$ cat config.mk
export PLATFORM = sky130hd
export DESIGN_NAME = timed_grip_release_sequencer
export DESIGN_NICKNAME = d
export VERILOG_FILES = /design/src/rtl/core/tgrs_pkg.sv /design/src/rtl/core/timed_grip_release_sequencer.sv
export SDC_FILE = /design/constraint.sdc
export NUM_CORES = 1
export LEC_CHECK = 0
export ABC_AREA = 1
export BUFFER_PORTS_ARGS = -buffer_cell sky130_fd_sc_hd__buf_2
export CAP_MARGIN = 20
export CORE_MARGIN = 5
export CORE_UTILIZATION = 32
export CTS_CLUSTER_SIZE = 25
export DETAILED_ROUTE_END_ITERATION = 8
export PLACE_DENSITY = 0.44
export SLEW_MARGIN = 40
export SYNTH_ARGS = -nofsm -noshare
export SYNTH_HDL_FRONTEND = slang
export SYNTH_SLANG_ARGS = --single-unit
$ cat constraint.sdc
create_clock -name clk -period 6.3 [get_ports clk]
set_input_delay 0.945 -clock clk [delete_from_list [all_inputs] [get_ports clk]]
set_output_delay 0.945 -clock clk [all_outputs]
set_load 0.01 [all_outputs]
$ cat src/rtl/core/tgrs_pkg.sv
// ----------------------------------------------------------------------------
// tgrs_pkg
// Shared types and constants for the timed grip-and-release sequencer.
// ----------------------------------------------------------------------------
`default_nettype none

package tgrs_pkg;

  // Timer width default and the fixed widths of the ports.
  localparam int TIMER_WIDTH_DEF = 16;
  localparam int CFG_DATA_W      = 16;
  localparam int CFG_ADDR_W      = 2;
  localparam int IN_TDATA_W      = 8;
  localparam int OUT_TDATA_W     = 8;
  localparam int IN_FIELDS_W     = 5;
  localparam int PHASE_W         = 4;

  // Reset values of the configuration registers, in ticks.
  localparam logic [CFG_DATA_W-1:0] FINGER_TO_RELEASE_RST = 16'd100;
  localparam logic [CFG_DATA_W-1:0] RETRACT_WAIT_RST      = 16'd100;
  localparam logic [CFG_DATA_W-1:0] POST_RELEASE_RST      = 16'd200;

  // Actuator drive levels.
  localparam logic GRIP_CLOSED    = 1'b1;
  localparam logic GRIP_OPEN      = 1'b0;
  localparam logic FINGER_ACTIVE  = 1'b1;
  localparam logic FINGER_RELAXED = 1'b0;

  // Command codes carried in the cmd field.
  localparam logic CMD_TICK  = 1'b0;
  localparam logic CMD_START = 1'b1;

  // Configuration register indexes.
  typedef enum logic [CFG_ADDR_W-1:0] {
    CFG_FINGER_TO_RELEASE = 2'd0,
    CFG_RETRACT_WAIT      = 2'd1,
    CFG_POST_RELEASE      = 2'd2
  } cfg_idx_t;

  // Sequencer phases.
  typedef enum logic [PHASE_W-1:0] {
    PH_IDLE    = 4'd0,
    PH_BEGIN   = 4'd1,
    PH_READY   = 4'd2,
    PH_HOLD    = 4'd3,
    PH_RETRACT = 4'd4,
    PH_SETTLE  = 4'd5,
    PH_AWAIT   = 4'd6,
    PH_POST    = 4'd7,
    PH_DONE    = 4'd8
  } phase_t;

  // One input word, cmd in the lowest bit.
  typedef struct packed {
    logic ball_seen;
    logic limit_inner;
    logic limit_outer;
    logic arm_reached;
    logic cmd;
  } in_item_t;

  // One result word, the finger drive level in the lowest bit.
  typedef struct packed {
    logic               done_res;
    logic [PHASE_W-1:0] phase;
    logic               arm_out;
    logic               grip_drv;
    logic               finger_drv;
  } out_item_t;

endpackage : tgrs_pkg

`default_nettype wire

$ cat src/rtl/core/timed_grip_release_sequencer.sv
// ----------------------------------------------------------------------------
// timed_grip_release_sequencer
// Path: an accepted input word is held in the input register, then its result
// word in the result register (one input register, one result register).
// Throughput: one word per cycle, sustained, as long as results are taken.
// Reset (rst_n low, synchronous): idle phase, timer cleared, all drives off,
// registers back to 100/100/200 ticks, both pipeline registers empty.
// ----------------------------------------------------------------------------
`default_nettype none

module timed_grip_release_sequencer #(
  parameter int TIMER_WIDTH = tgrs_pkg::TIMER_WIDTH_DEF
) (
  input  wire                                  clk,
  input  wire                                  rst_n,
  // Configuration write port
  input  wire                                  cfg_we,
  input  wire  [tgrs_pkg::CFG_ADDR_W-1:0]      cfg_addr,
  input  wire  [tgrs_pkg::CFG_DATA_W-1:0]      cfg_wdata,
  // Input stream
  input  wire                                  in_tvalid,
  output logic                                 in_tready,
  // Fields from bit 0: cmd, arm_reached, limit_outer, limit_inner, ball_seen,
  // then three bits that are ignored.
  input  wire  [tgrs_pkg::IN_TDATA_W-1:0]      in_tdata,
  // Result stream
  output logic                                 out_tvalid,
  input  wire                                  out_tready,
  // Fields from bit 0: finger drive, grip drive, arm_out, phase[3:0], done_res.
  output logic [tgrs_pkg::OUT_TDATA_W-1:0]     out_tdata
);

  import tgrs_pkg::*;

  // The comparison runs at the wider of the timer and the register width, so
  // that a narrow timer still compares correctly against a 16-bit limit.
  localparam int CMP_W = (TIMER_WIDTH > CFG_DATA_W) ? TIMER_WIDTH : CFG_DATA_W;
  localparam logic [TIMER_WIDTH-1:0] TIMER_MAX = {TIMER_WIDTH{1'b1}};

  // --------------------------------------------------------------------------
  // Config registers: the user writes only while the block is idle; not enforced.
  // --------------------------------------------------------------------------
  logic [CFG_DATA_W-1:0] finger_to_release_r;
  logic [CFG_DATA_W-1:0] retract_wait_r;
  logic [CFG_DATA_W-1:0] post_release_r;

  always_ff @(posedge clk) begin
    if (!rst_n) begin
      finger_to_release_r <= FINGER_TO_RELEASE_RST;
      retract_wait_r      <= RETRACT_WAIT_RST;
      post_release_r      <= POST_RELEASE_RST;
    end else if (cfg_we) begin
      unique case (cfg_addr)
        CFG_FINGER_TO_RELEASE: finger_to_release_r <= cfg_wdata;
        CFG_RETRACT_WAIT:      retract_wait_r      <= cfg_wdata;
        CFG_POST_RELEASE:      post_release_r      <= cfg_wdata;
        default: ;  // Indexes beyond the list are ignored.
      endcase
    end
  end

  // --------------------------------------------------------------------------
  // Input register. A word sits here for the cycle in which the sequencer
  // state is updated from it; it moves on whenever the result register can
  // take the outcome, so a new word may enter in the same cycle.
  // --------------------------------------------------------------------------
  logic     in_valid_r;
  in_item_t in_item_r;
  logic     advance;

  assign advance   = in_valid_r && (!out_tvalid || out_tready);
  assign in_tready = !in_valid_r || advance;

  always_ff @(posedge clk) begin
    if (!rst_n) begin
      in_valid_r <= 1'b0;
    end else if (in_tready) begin
      in_valid_r <= in_tvalid;
    end
  end

  always_ff @(posedge clk) begin
    if (in_tready && in_tvalid) begin
      in_item_r <= in_tdata[IN_FIELDS_W-1:0];
    end
  end

  // --------------------------------------------------------------------------
  // Sequencer state.
  // --------------------------------------------------------------------------
  phase_t                 phase_r,   phase_nxt;
  logic [TIMER_WIDTH-1:0] wait_cnt_r, wait_cnt_nxt;
  logic                   finger_r,  finger_nxt;
  logic                   gripper_r, gripper_nxt;
  logic                   arm_out_r, arm_out_nxt;

  // Timer step shared by the three timed phases: the count plus one,
  // saturating, checked against the limit of the current phase.
  logic [CFG_DATA_W-1:0]  wait_limit;
  logic [TIMER_WIDTH-1:0] wait_inc;
  logic                   wait_done;
  logic                   arm_stop;

  always_comb begin
    case (phase_r)
      PH_HOLD:    wait_limit = finger_to_release_r;
      PH_RETRACT: wait_limit = retract_wait_r;
      default:    wait_limit = post_release_r;
    endcase
  end

  assign wait_inc  = (wait_cnt_r == TIMER_MAX) ? wait_cnt_r
                                               : wait_cnt_r + 1'b1;
  assign wait_done = CMP_W'(wait_inc) >= CMP_W'(wait_limit);
  assign arm_stop  = in_item_r.arm_reached || in_item_r.limit_outer ||
                     in_item_r.limit_inner;

  // Next phase. A start request restarts the sequence from any phase.
  always_comb begin
    phase_nxt = phase_r;
    if (in_item_r.cmd == CMD_START) begin
      phase_nxt = PH_BEGIN;
    end else begin
      unique case (phase_r)
        PH_BEGIN:   phase_nxt = PH_READY;
        PH_READY:   if (arm_stop)              phase_nxt = PH_HOLD;
        PH_HOLD:    if (wait_done)             phase_nxt = PH_RETRACT;
        PH_RETRACT: if (wait_done)             phase_nxt = PH_SETTLE;
        PH_SETTLE:  if (wait_done)             phase_nxt = PH_AWAIT;
        PH_AWAIT:   if (in_item_r.ball_seen)   phase_nxt = PH_POST;
        PH_POST:    if (in_item_r.arm_reached) phase_nxt = PH_DONE;
        default:    phase_nxt = phase_r;  // Idle, complete and unused codes.
      endcase
    end
  end

  // Drive levels and timer. A start clears the timer but keeps the drives.
  always_comb begin
    finger_nxt   = finger_r;
    gripper_nxt  = gripper_r;
    arm_out_nxt  = arm_out_r;
    wait_cnt_nxt = wait_cnt_r;
    if (in_item_r.cmd == CMD_START) begin
      wait_cnt_nxt = '0;
    end else begin
      unique case (phase_r)
        PH_READY: begin
          gripper_nxt = GRIP_CLOSED;
          arm_out_nxt = 1'b1;
          if (arm_stop) begin
            finger_nxt   = FINGER_ACTIVE;
            wait_cnt_nxt = '0;
          end
        end
        PH_HOLD: begin
          wait_cnt_nxt = wait_done ? '0 : wait_inc;
          if (wait_done) gripper_nxt = GRIP_OPEN;
        end
        PH_RETRACT: begin
          wait_cnt_nxt = wait_done ? '0 : wait_inc;
          if (wait_done) finger_nxt = FINGER_RELAXED;
        end
        PH_SETTLE: begin
          wait_cnt_nxt = wait_done ? '0 : wait_inc;
        end
        PH_AWAIT: begin
          if (in_item_r.ball_seen) gripper_nxt = GRIP_CLOSED;
        end
        default: ;
      endcase
    end
  end

  always_ff @(posedge clk) begin
    if (!rst_n) begin
      phase_r    <= PH_IDLE;
      wait_cnt_r <= '0;
      finger_r   <= FINGER_RELAXED;
      gripper_r  <= GRIP_OPEN;
      arm_out_r  <= 1'b0;
    end else if (advance) begin
      phase_r    <= phase_nxt;
      wait_cnt_r <= wait_cnt_nxt;
      finger_r   <= finger_nxt;
      gripper_r  <= gripper_nxt;
      arm_out_r  <= arm_out_nxt;
    end
  end

  // --------------------------------------------------------------------------
  // Result register. It holds the state after the update until it is taken;
  // the input register keeps accepting while it is empty or being emptied.
  // --------------------------------------------------------------------------
  logic      out_valid_r;
  out_item_t out_item_r;

  always_ff @(posedge clk) begin
    if (!rst_n) begin
      out_valid_r <= 1'b0;
    end else if (advance) begin
      out_valid_r <= 1'b1;
    end else if (out_tready) begin
      out_valid_r <= 1'b0;
    end
  end

  always_ff @(posedge clk) begin
    if (advance) begin
      out_item_r.finger_drv <= finger_nxt;
      out_item_r.grip_drv   <= gripper_nxt;
      out_item_r.arm_out    <= arm_out_nxt;
      out_item_r.phase      <= phase_nxt;
      out_item_r.done_res   <= (phase_nxt == PH_DONE);
    end
  end

  assign out_tvalid = out_valid_r;
  assign out_tdata  = out_item_r;

`ifndef SYNTHESIS
  // The timer only ever holds a count inside the three timed phases.
  a_timer_idle_outside_waits: assert property (@(posedge clk) disable iff (!rst_n)
    (wait_cnt_r != '0) |-> (phase_r == PH_HOLD || phase_r == PH_RETRACT ||
                            phase_r == PH_SETTLE))
    else $error("timer holds a count outside a timed phase");

  // A processed start request always lands in the begin phase.
  a_start_to_begin: assert property (@(posedge clk) disable iff (!rst_n)
    (advance && in_item_r.cmd == CMD_START) |=> (phase_r == PH_BEGIN))
    else $error("start request did not restart the sequence");

  // Leaving ready on a stop condition turns the finger on and enters hold.
  a_ready_to_hold: assert property (@(posedge clk) disable iff (!rst_n)
    (advance && in_item_r.cmd == CMD_TICK && phase_r == PH_READY && arm_stop)
      |=> (phase_r == PH_HOLD && finger_r == FINGER_ACTIVE && wait_cnt_r == '0))
    else $error("ready phase did not hand over to hold correctly");

  // With the result register empty, the input side never stalls.
  a_no_needless_stall: assert property (@(posedge clk) disable iff (!rst_n)
    !out_valid_r |-> in_tready)
    else $error("input stalled with an empty result register");

  // A result word always reports the phase and completion flag consistently.
  a_done_matches_phase: assert property (@(posedge clk) disable iff (!rst_n)
    out_valid_r |-> (out_item_r.done_res == (out_item_r.phase == PH_DONE)))
    else $error("completion flag disagrees with reported phase");
`endif

endmodule : timed_grip_release_sequencer

`default_nettype wire

==> impl_metrics.csv, run 1 <==
group,metric,value,unit
status,status,"complete, no violations",
sta,slew_headroom,0.461,
synthesis,seq_area_frac_synth,0.412,
power,pwr_density_cell,249,mW/mm²
clock_tree,h-tree-depth,3,
placement,gp_congestion,0.841,
route,drcViolationCount,0,
clock_tree,cts_buffer_depth,2,
grt,grt_remaining_overflow,0,
sta,drv_slew,0,
synthesis,synth_area,0.00449,mm²
power,combPwrFrac,0.103,
sta,rsz0062_at_grt,"false",
power,leakage,2.23,nW
die,die_h,128,µm
synthesis,synth.distinct_cells,34,
cells_and_area,area_delta_synth_final,13.0,%
sta,period_share,0.583,
cells_and_area,nFillCells,1463,
placement,placedInstanceArea,0.00477,mm²
die,rows,43,
critical_path,cp_max_fo,18,
synthesis,synthArstFlopShare,0,
cells_and_area,fin_area,0.00508,mm²
synthesis,ys_top_cells_by_area,"dfxtp_1 33%, edfxtp_1 8.7%, nand2_1 8.7%",
route,wl,11600,µm
synthesis,yosys.area.top_type,"dfxtp_1",
clock_tree,clock_latency,0.34,ns
placement,io_buffers,37,
critical_path,cp-end-kind,"flip-flop",
grt,grt_pass1_wl,19300,µm
power,intPower,0.951,mW
placement,hpwl,7860,µm
route,drt_first_pass_iters,5,
synthesis,synthCells,596,
grt,grt_pass1_vias,3762,
cells_and_area,drive_gt1_frac,0.139,
grt,grt_max_degree,55,
grt,grt_util_all_layers,0.149,
clock_tree,ctsResizeCount,0,
sta,min_period,3.67,ns
sta,max_slew.worst_pin.slew,0.804,ns
power,swShare,0.249,
die,die_area,0.0165,mm²
die,die_width,128,µm
clock_tree,clockRootBuffer,"clkbuf_16",
cells_and_area,nNetsFinal,670,
critical_path,cp.arrival,3.94,ns
clock_tree,post-cts-setup-buffers,0,
route,routedWlPerCell,14.3,µm
power,p_switching,0.316,mW
sta,setup_tns,0,ns
route,drt-initial-drc-count,256,
synthesis,syn_nets,644,
grt,antenna_found_initial,0,
route,vias,3892,
synthesis,synth-seq-cells,86,
clock_tree,cts.clk_slew.worst_paths,0.06,ns
sta,finalSetupViolCount,0,
clock_tree,cts_sinks,86,
clock_tree,cts_tree,"done",
clock_tree,cts_buffers,9,
power,vdd_drop_max,0.146,mV
die,start_util,0.325,
sta,hold_viol,0,
route,vias_per_cell,4.83,
hold_path,hp-class,"flip-flop to flip-flop",
synthesis,synth.top_cell.area_share,0.325,
die,core_area,0.0138,mm²
critical_path,critPathKind,"flip-flop to flip-flop",
critical_path,required,6.57,ns
cells_and_area,antenna_cells,0,
critical_path,setup.worst_path.start_class,"flip-flop",
route,ant_nets,0,
sta,fmax,272,MHz
sta,clock_skew,0.00683,ns
die,io_pins,41,
power,power_frac_clock,0.425,
clock_tree,holdBufCountCts,0,
synthesis,synthFlopType,"dfxtp_1",
synthesis,synth_area_per_cell,7.54,µm²
power,pwr-share-seq,0.472,
synthesis,synth_edf_count,13,
run,drv_cap,0,
synthesis,yosys_warnings,0,
==> cells in the mapped netlist, drive strengths merged (7+ instances only) <==
library cell    n
nand2         111
nand4           7
a21oi          50
o21ai          53
a221oi         15
ha             17
inv            62
edfxtp         13
nor2          105
xor2           10
nand3          38
dfxtp          73
buf            10
clkbuf         15
==> power by group through the flow <==
stage                     Combinational [mW]  Sequential (mW)  Clock, mW
after floorplan                       0.0938            0.606          0
after global placement                 0.129            0.609          0
after detailed placement               0.131            0.610          0
after CTS                              0.132            0.598      0.556
after global routing                   0.151            0.601      0.584
final                                  0.130            0.598      0.538
==> registers in the layout (all words and copies together), names as in the netlist <==
signal	count
out_tvalid	1
in_item_r	5
wait_cnt_r	16
gripper_r	1
phase_r	4
in_valid_r	1
finger_r	1
arm_out_r	1
post_release_r	16
out_tdata	8
finger_to_release_r	16
retract_wait_r	16
==> metrics by stage <==
| stage | power, mW | hold slack, ns | std cells | utilization | worst slack, ns |
|---|---|---|---|---|---|
| 2_1_floorplan | 0.700 | 0.429 | 596 | - | 3.67 |
| 3_3_place_gp | 0.738 | 0.439 | 791 | 0.345 | 2.61 |
| 3_5_place_dp | 0.741 | 0.447 | 791 | 0.345 | 2.60 |
| 4_1_cts | 1.29 | 0.457 | 806 | 0.367 | 2.55 |
| 5_1_grt | 1.33 | 0.480 | 806 | 0.367 | 2.23 |
| 6_report | 1.27 | 0.451 | 806 | 0.367 | 2.63 |
==> path summary, 6_finish.rpt <==
check | slack (ns) | start | endpoint | cells after the start
worst max-delay path | 2.63 | phase_r[3] | wait_cnt_r[3] | 16
worst min-delay path | 0.45 | post_release_r[15] | post_release_r[15] | 2
worst max register to register | 2.63 | phase_r[3] | wait_cnt_r[3] | 16
worst min register to register | 0.45 | post_release_r[15] | post_release_r[15] | 2
==> logic make-up (layout without fill, tap and decap cells) <==
family | after synthesis | after routing | synth area share
flip-flops | 86 | 86 | 0.412
AND/OR/NAND/NOR | 271 | 271 | 0.263
buffers and inverters | 88 | 118 | 0.0866
XOR/XNOR | 11 | 11 | 0.0214
AO/OA/AOI/OAI | 123 | 123 | 0.169
adder cells (fa/ha/maj) | 17 | 17 | 0.0474
==> worst max-delay path, cell delays in order, from the launching register on <==
cell and delay, ns:
dfxtp_1 0.54, nor2_4 0.10, nand2_4 0.12, clkinv_1 0.64
a221oi_1 0.65, ha_1 0.33, nand2_1 0.06, inv_1 0.04
nand2_1 0.07, nor2_1 0.05, nor2_1 0.09, nand2_1 0.05
nand2_1 0.11, nand2_1 0.15, inv_2 0.29, nand3_1 0.12
a21oi_1 0.16
==> cell usage in the layout, fill, tap and decap left out, types with 2 or more instances in the layout <==
cell type and instances:
or2_2 2, nand2_1 104, ha_1 17, nor2_2 3
clkbuf_16 11, dfxtp_1 73, nand2_2 4, o21ai_0 53
a221oi_2 10, nor2_1 98, a21oi_1 50, edfxtp_1 13
buf_2 37, inv_1 56, nand2_4 3, nand4_1 7
buf_4 3, nand3_1 38, xor2_1 10, a221oi_1 5
inv_2 6, o211ai_1 3, nor3_1 5, nor2_4 3
==> cell type report <==
class,instances,area [µm²],area share
Tap cell,180,225,0.0444
Clock buffer,13,293,0.0577
Sequential cell,86,1850,0.365
Clock inverter,2,12.5,0.00246
Multi-Input combinational cell,422,2250,0.443
Inverter,63,236,0.0466
Timing Repair Buffer,40,208,0.0409
==> per-layer routing <==
| layer | vias to the layer above | wire length [µm] | track usage |
|---|---|---|---|
| li1 | 2020 | - | - |
| met1 | 1769 | 5560 | 0.202 |
| met2 | 95 | 5290 | 0.235 |
| met3 | 8 | 604 | 0.0328 |
| met4 | 0 | 115 | 0.0493 |
| met5 | - | 0 | 0 |
Power figures use the tool's default switching activity.
==> run 2, diff against run 1 <==
- clock period: 6.3 -> 3.4 ns (I/O delays scaled with it)
==> run 2 against run 1 <==
Compared with the run above: sequential power increased by 84%; utilization increased by 0.87 points; via count increased by 0.69%; fmax increased by 19%; power increased by 90%; critical path depth increased by 6; register-to-register slack got worse by 2.3 ns; combinational power increased by 98%; largest power group unchanged; die area unchanged; critical endpoint is now out_tdata[4]; wire length decreased by 0.29%.
==> impl_metrics.csv, run 2 (synthesis gave the netlist of run 1 again) <==
group,metric,value,unit
run,drv_cap,0,
sta,rsz0062_at_grt,"false",
critical_path,cp_max_fo,5,
die,die_area,0.0165,mm²
route,vias_per_cell,4.81,
cells_and_area,fin_area,0.00520,mm²
power,power,2.41,mW
cells_and_area,nNetsFinal,678,
grt,grt_pass1_vias,3727,
cells_and_area,layout_common_cells,"104 x nand2_1, 97 x nor2_1, 73 x dfxtp_1",
clock_tree,cts_buffer_depth,2,
clock_tree,h-tree-depth,3,
route,route.met2.wl,5140,µm
sta,hold_viol,0,
grt,grt_pass1_wl,19200,µm
route,wl_met3,574,µm
cells_and_area,drive_gt1_frac,0.157,
route,drt-initial-drc-count,223,
power,pwr_density_cell,464,mW/mm²
sta,max_slew.worst_pin.slew,0.723,ns
clock_tree,post-cts-setup-buffers,0,
clock_tree,cts_sinks,86,
route,wl,11500,µm
critical_path,reg2reg_slack,0.32,ns
cells_and_area,antenna_cells,0,
grt,grt_util_all_layers,0.147,
sta,finalSetupViolCount,0,
clock_tree,cts.clk_slew.worst_paths,0.06,ns
sta,fmax,324,MHz
cells_and_area,nFillCells,1412,
critical_path,required,3.50,ns
critical_path,critPathKind,"flip-flop to flip-flop",
placement,gp_congestion,0.831,
route,ant_nets,0,
die,core_area,0.0138,mm²
placement,placedInstanceArea,0.00486,mm²
critical_path,path_cells,"inv_2 > nor2_4 > nand2_4 > nor2_8 > inv_2 > nand2_2 > buf_4 > nor2_1 > a221oi_1 > ha_1 > nand2_1 > inv_1 > nand2_1 > nor2_1 > nor2_1 > nand2_1 > nand2_1 > nand2_1 > nand2_1 > nand3_1 > nand2_1 > inv_1",
clock_tree,cts_tree,"done",
power,vdd_drop_max,0.208,mV
critical_path,setup.worst_path.start_class,"flip-flop",
sta,min_period,3.08,ns
cells_and_area,area_delta_synth_final,15.7,%
critical_path,cp_slowest_cell,"dfxtp_1",
clock_tree,cts_buffers,9,
status,status,"complete, no violations",
critical_path,cp_common_cell,"nand2_1",
clock_tree,clockRootBuffer,"clkbuf_16",
grt,antenna_found_initial,0,
route,vias,3919,
sta,slew_headroom,0.518,
die,io_pins,41,
sta,period_share,0.907,
critical_path,cp.arrival,3.18,ns
route,drt_first_pass_iters,5,
route,met1Wirelength,5610,µm
route,top_layer,"met4",
power,leakage,2.29,nW
critical_path,cpPeakStageDelay,0.41,ns
placement,io_buffers,37,
die,die_width,128,µm
placement,hpwl,8110,µm
clock_tree,holdBufCountCts,0,
sta,clock_skew,0.00567,ns
grt,grt_remaining_overflow,0,
route,drcViolationCount,0,
critical_path,cp-end-kind,"flip-flop",
sta,setup_tns,0,ns
sta,drv_slew,0,
cells_and_area,ff_latch_area,0.00185,mm²
hold_path,hp-class,"input port to flip-flop",
cells_and_area,final_common_cell,"nand2_1",
die,die_h,128,µm
cells_and_area,multiInputGateArea,0.00227,mm²
die,rows,43,
grt,grt_max_degree,37,
route,routedWlPerCell,14.1,µm
die,start_util,0.325,
clock_tree,clock_latency,0.34,ns
-- run 2: worst max-delay path: cells and delay by family (launching register included) --
kind,cells,cell delay (ns)
buffers and inverters,5,0.41
AO/OA/AOI/OAI,1,0.30
adder cells (fa/ha/maj),1,0.30
AND/OR/NAND/NOR,15,1.43
flip-flops,1,0.41
-- run 2: path summary, 6_finish.rpt --
| kind | cells after the start | endpoint | start |
|---|---|---|---|
| worst max-delay path | 22 | out_tdata[4] | phase_r[2] |
| worst min-delay path | 1 | in_item_r[0] | in_tdata[0] |
| worst max register to register | 22 | out_tdata[4] | phase_r[2] |
| worst min register to register | 2 | post_release_r[15] | post_release_r[15] |
-- run 2: area by class of cell --
cell class / count / area share
flip-flops and latches: 86 / 0.356
multi-input cells: 422 / 0.436
well taps: 180 / 0.0433
clock buffers: 12 / 0.0515
repair buffers: 48 / 0.0563
clock inverters: 4 / 0.0101
inverters: 63 / 0.0460
-- run 2: stage by stage --
| step | hold slack (ns) | instances | setup WS (ns) | util |
|---|---|---|---|---|
| floorplan | 0.429 | 596 | 0.773 | - |
| global placement | 0.439 | 799 | 0.224 | 0.351 |
| detailed placement | 0.447 | 799 | 0.200 | 0.351 |
| CTS | 0.328 | 815 | 0.170 | 0.374 |
| global route | 0.325 | 815 | 0.0322 | 0.376 |
| finish | 0.345 | 815 | 0.316 | 0.376 |
-- run 2: what timing repair did --
action	in CTS	in global routing
endpoints found under the hold margin	0	0
endpoints found under the setup margin	0	18
resized for setup	0	6
-- run 2: per-layer routing --
layer  global-route usage  vias to the layer above
met2                0.225                       76
li1                     -                     2045
met4               0.0599                        0
met1                0.201                     1786
met3               0.0324                       12
met5                    0                        -
-- run 2: report_power, final --
| group | total, mW | internal (mW) | switching, mW |
|---|---|---|---|
| sequential | 1.10 | 1.08 | 0.0245 |
| clock | 1.05 | 0.636 | 0.415 |
| combinational | 0.257 | 0.0934 | 0.164 |
| total | 2.41 | 1.81 | 0.603 |
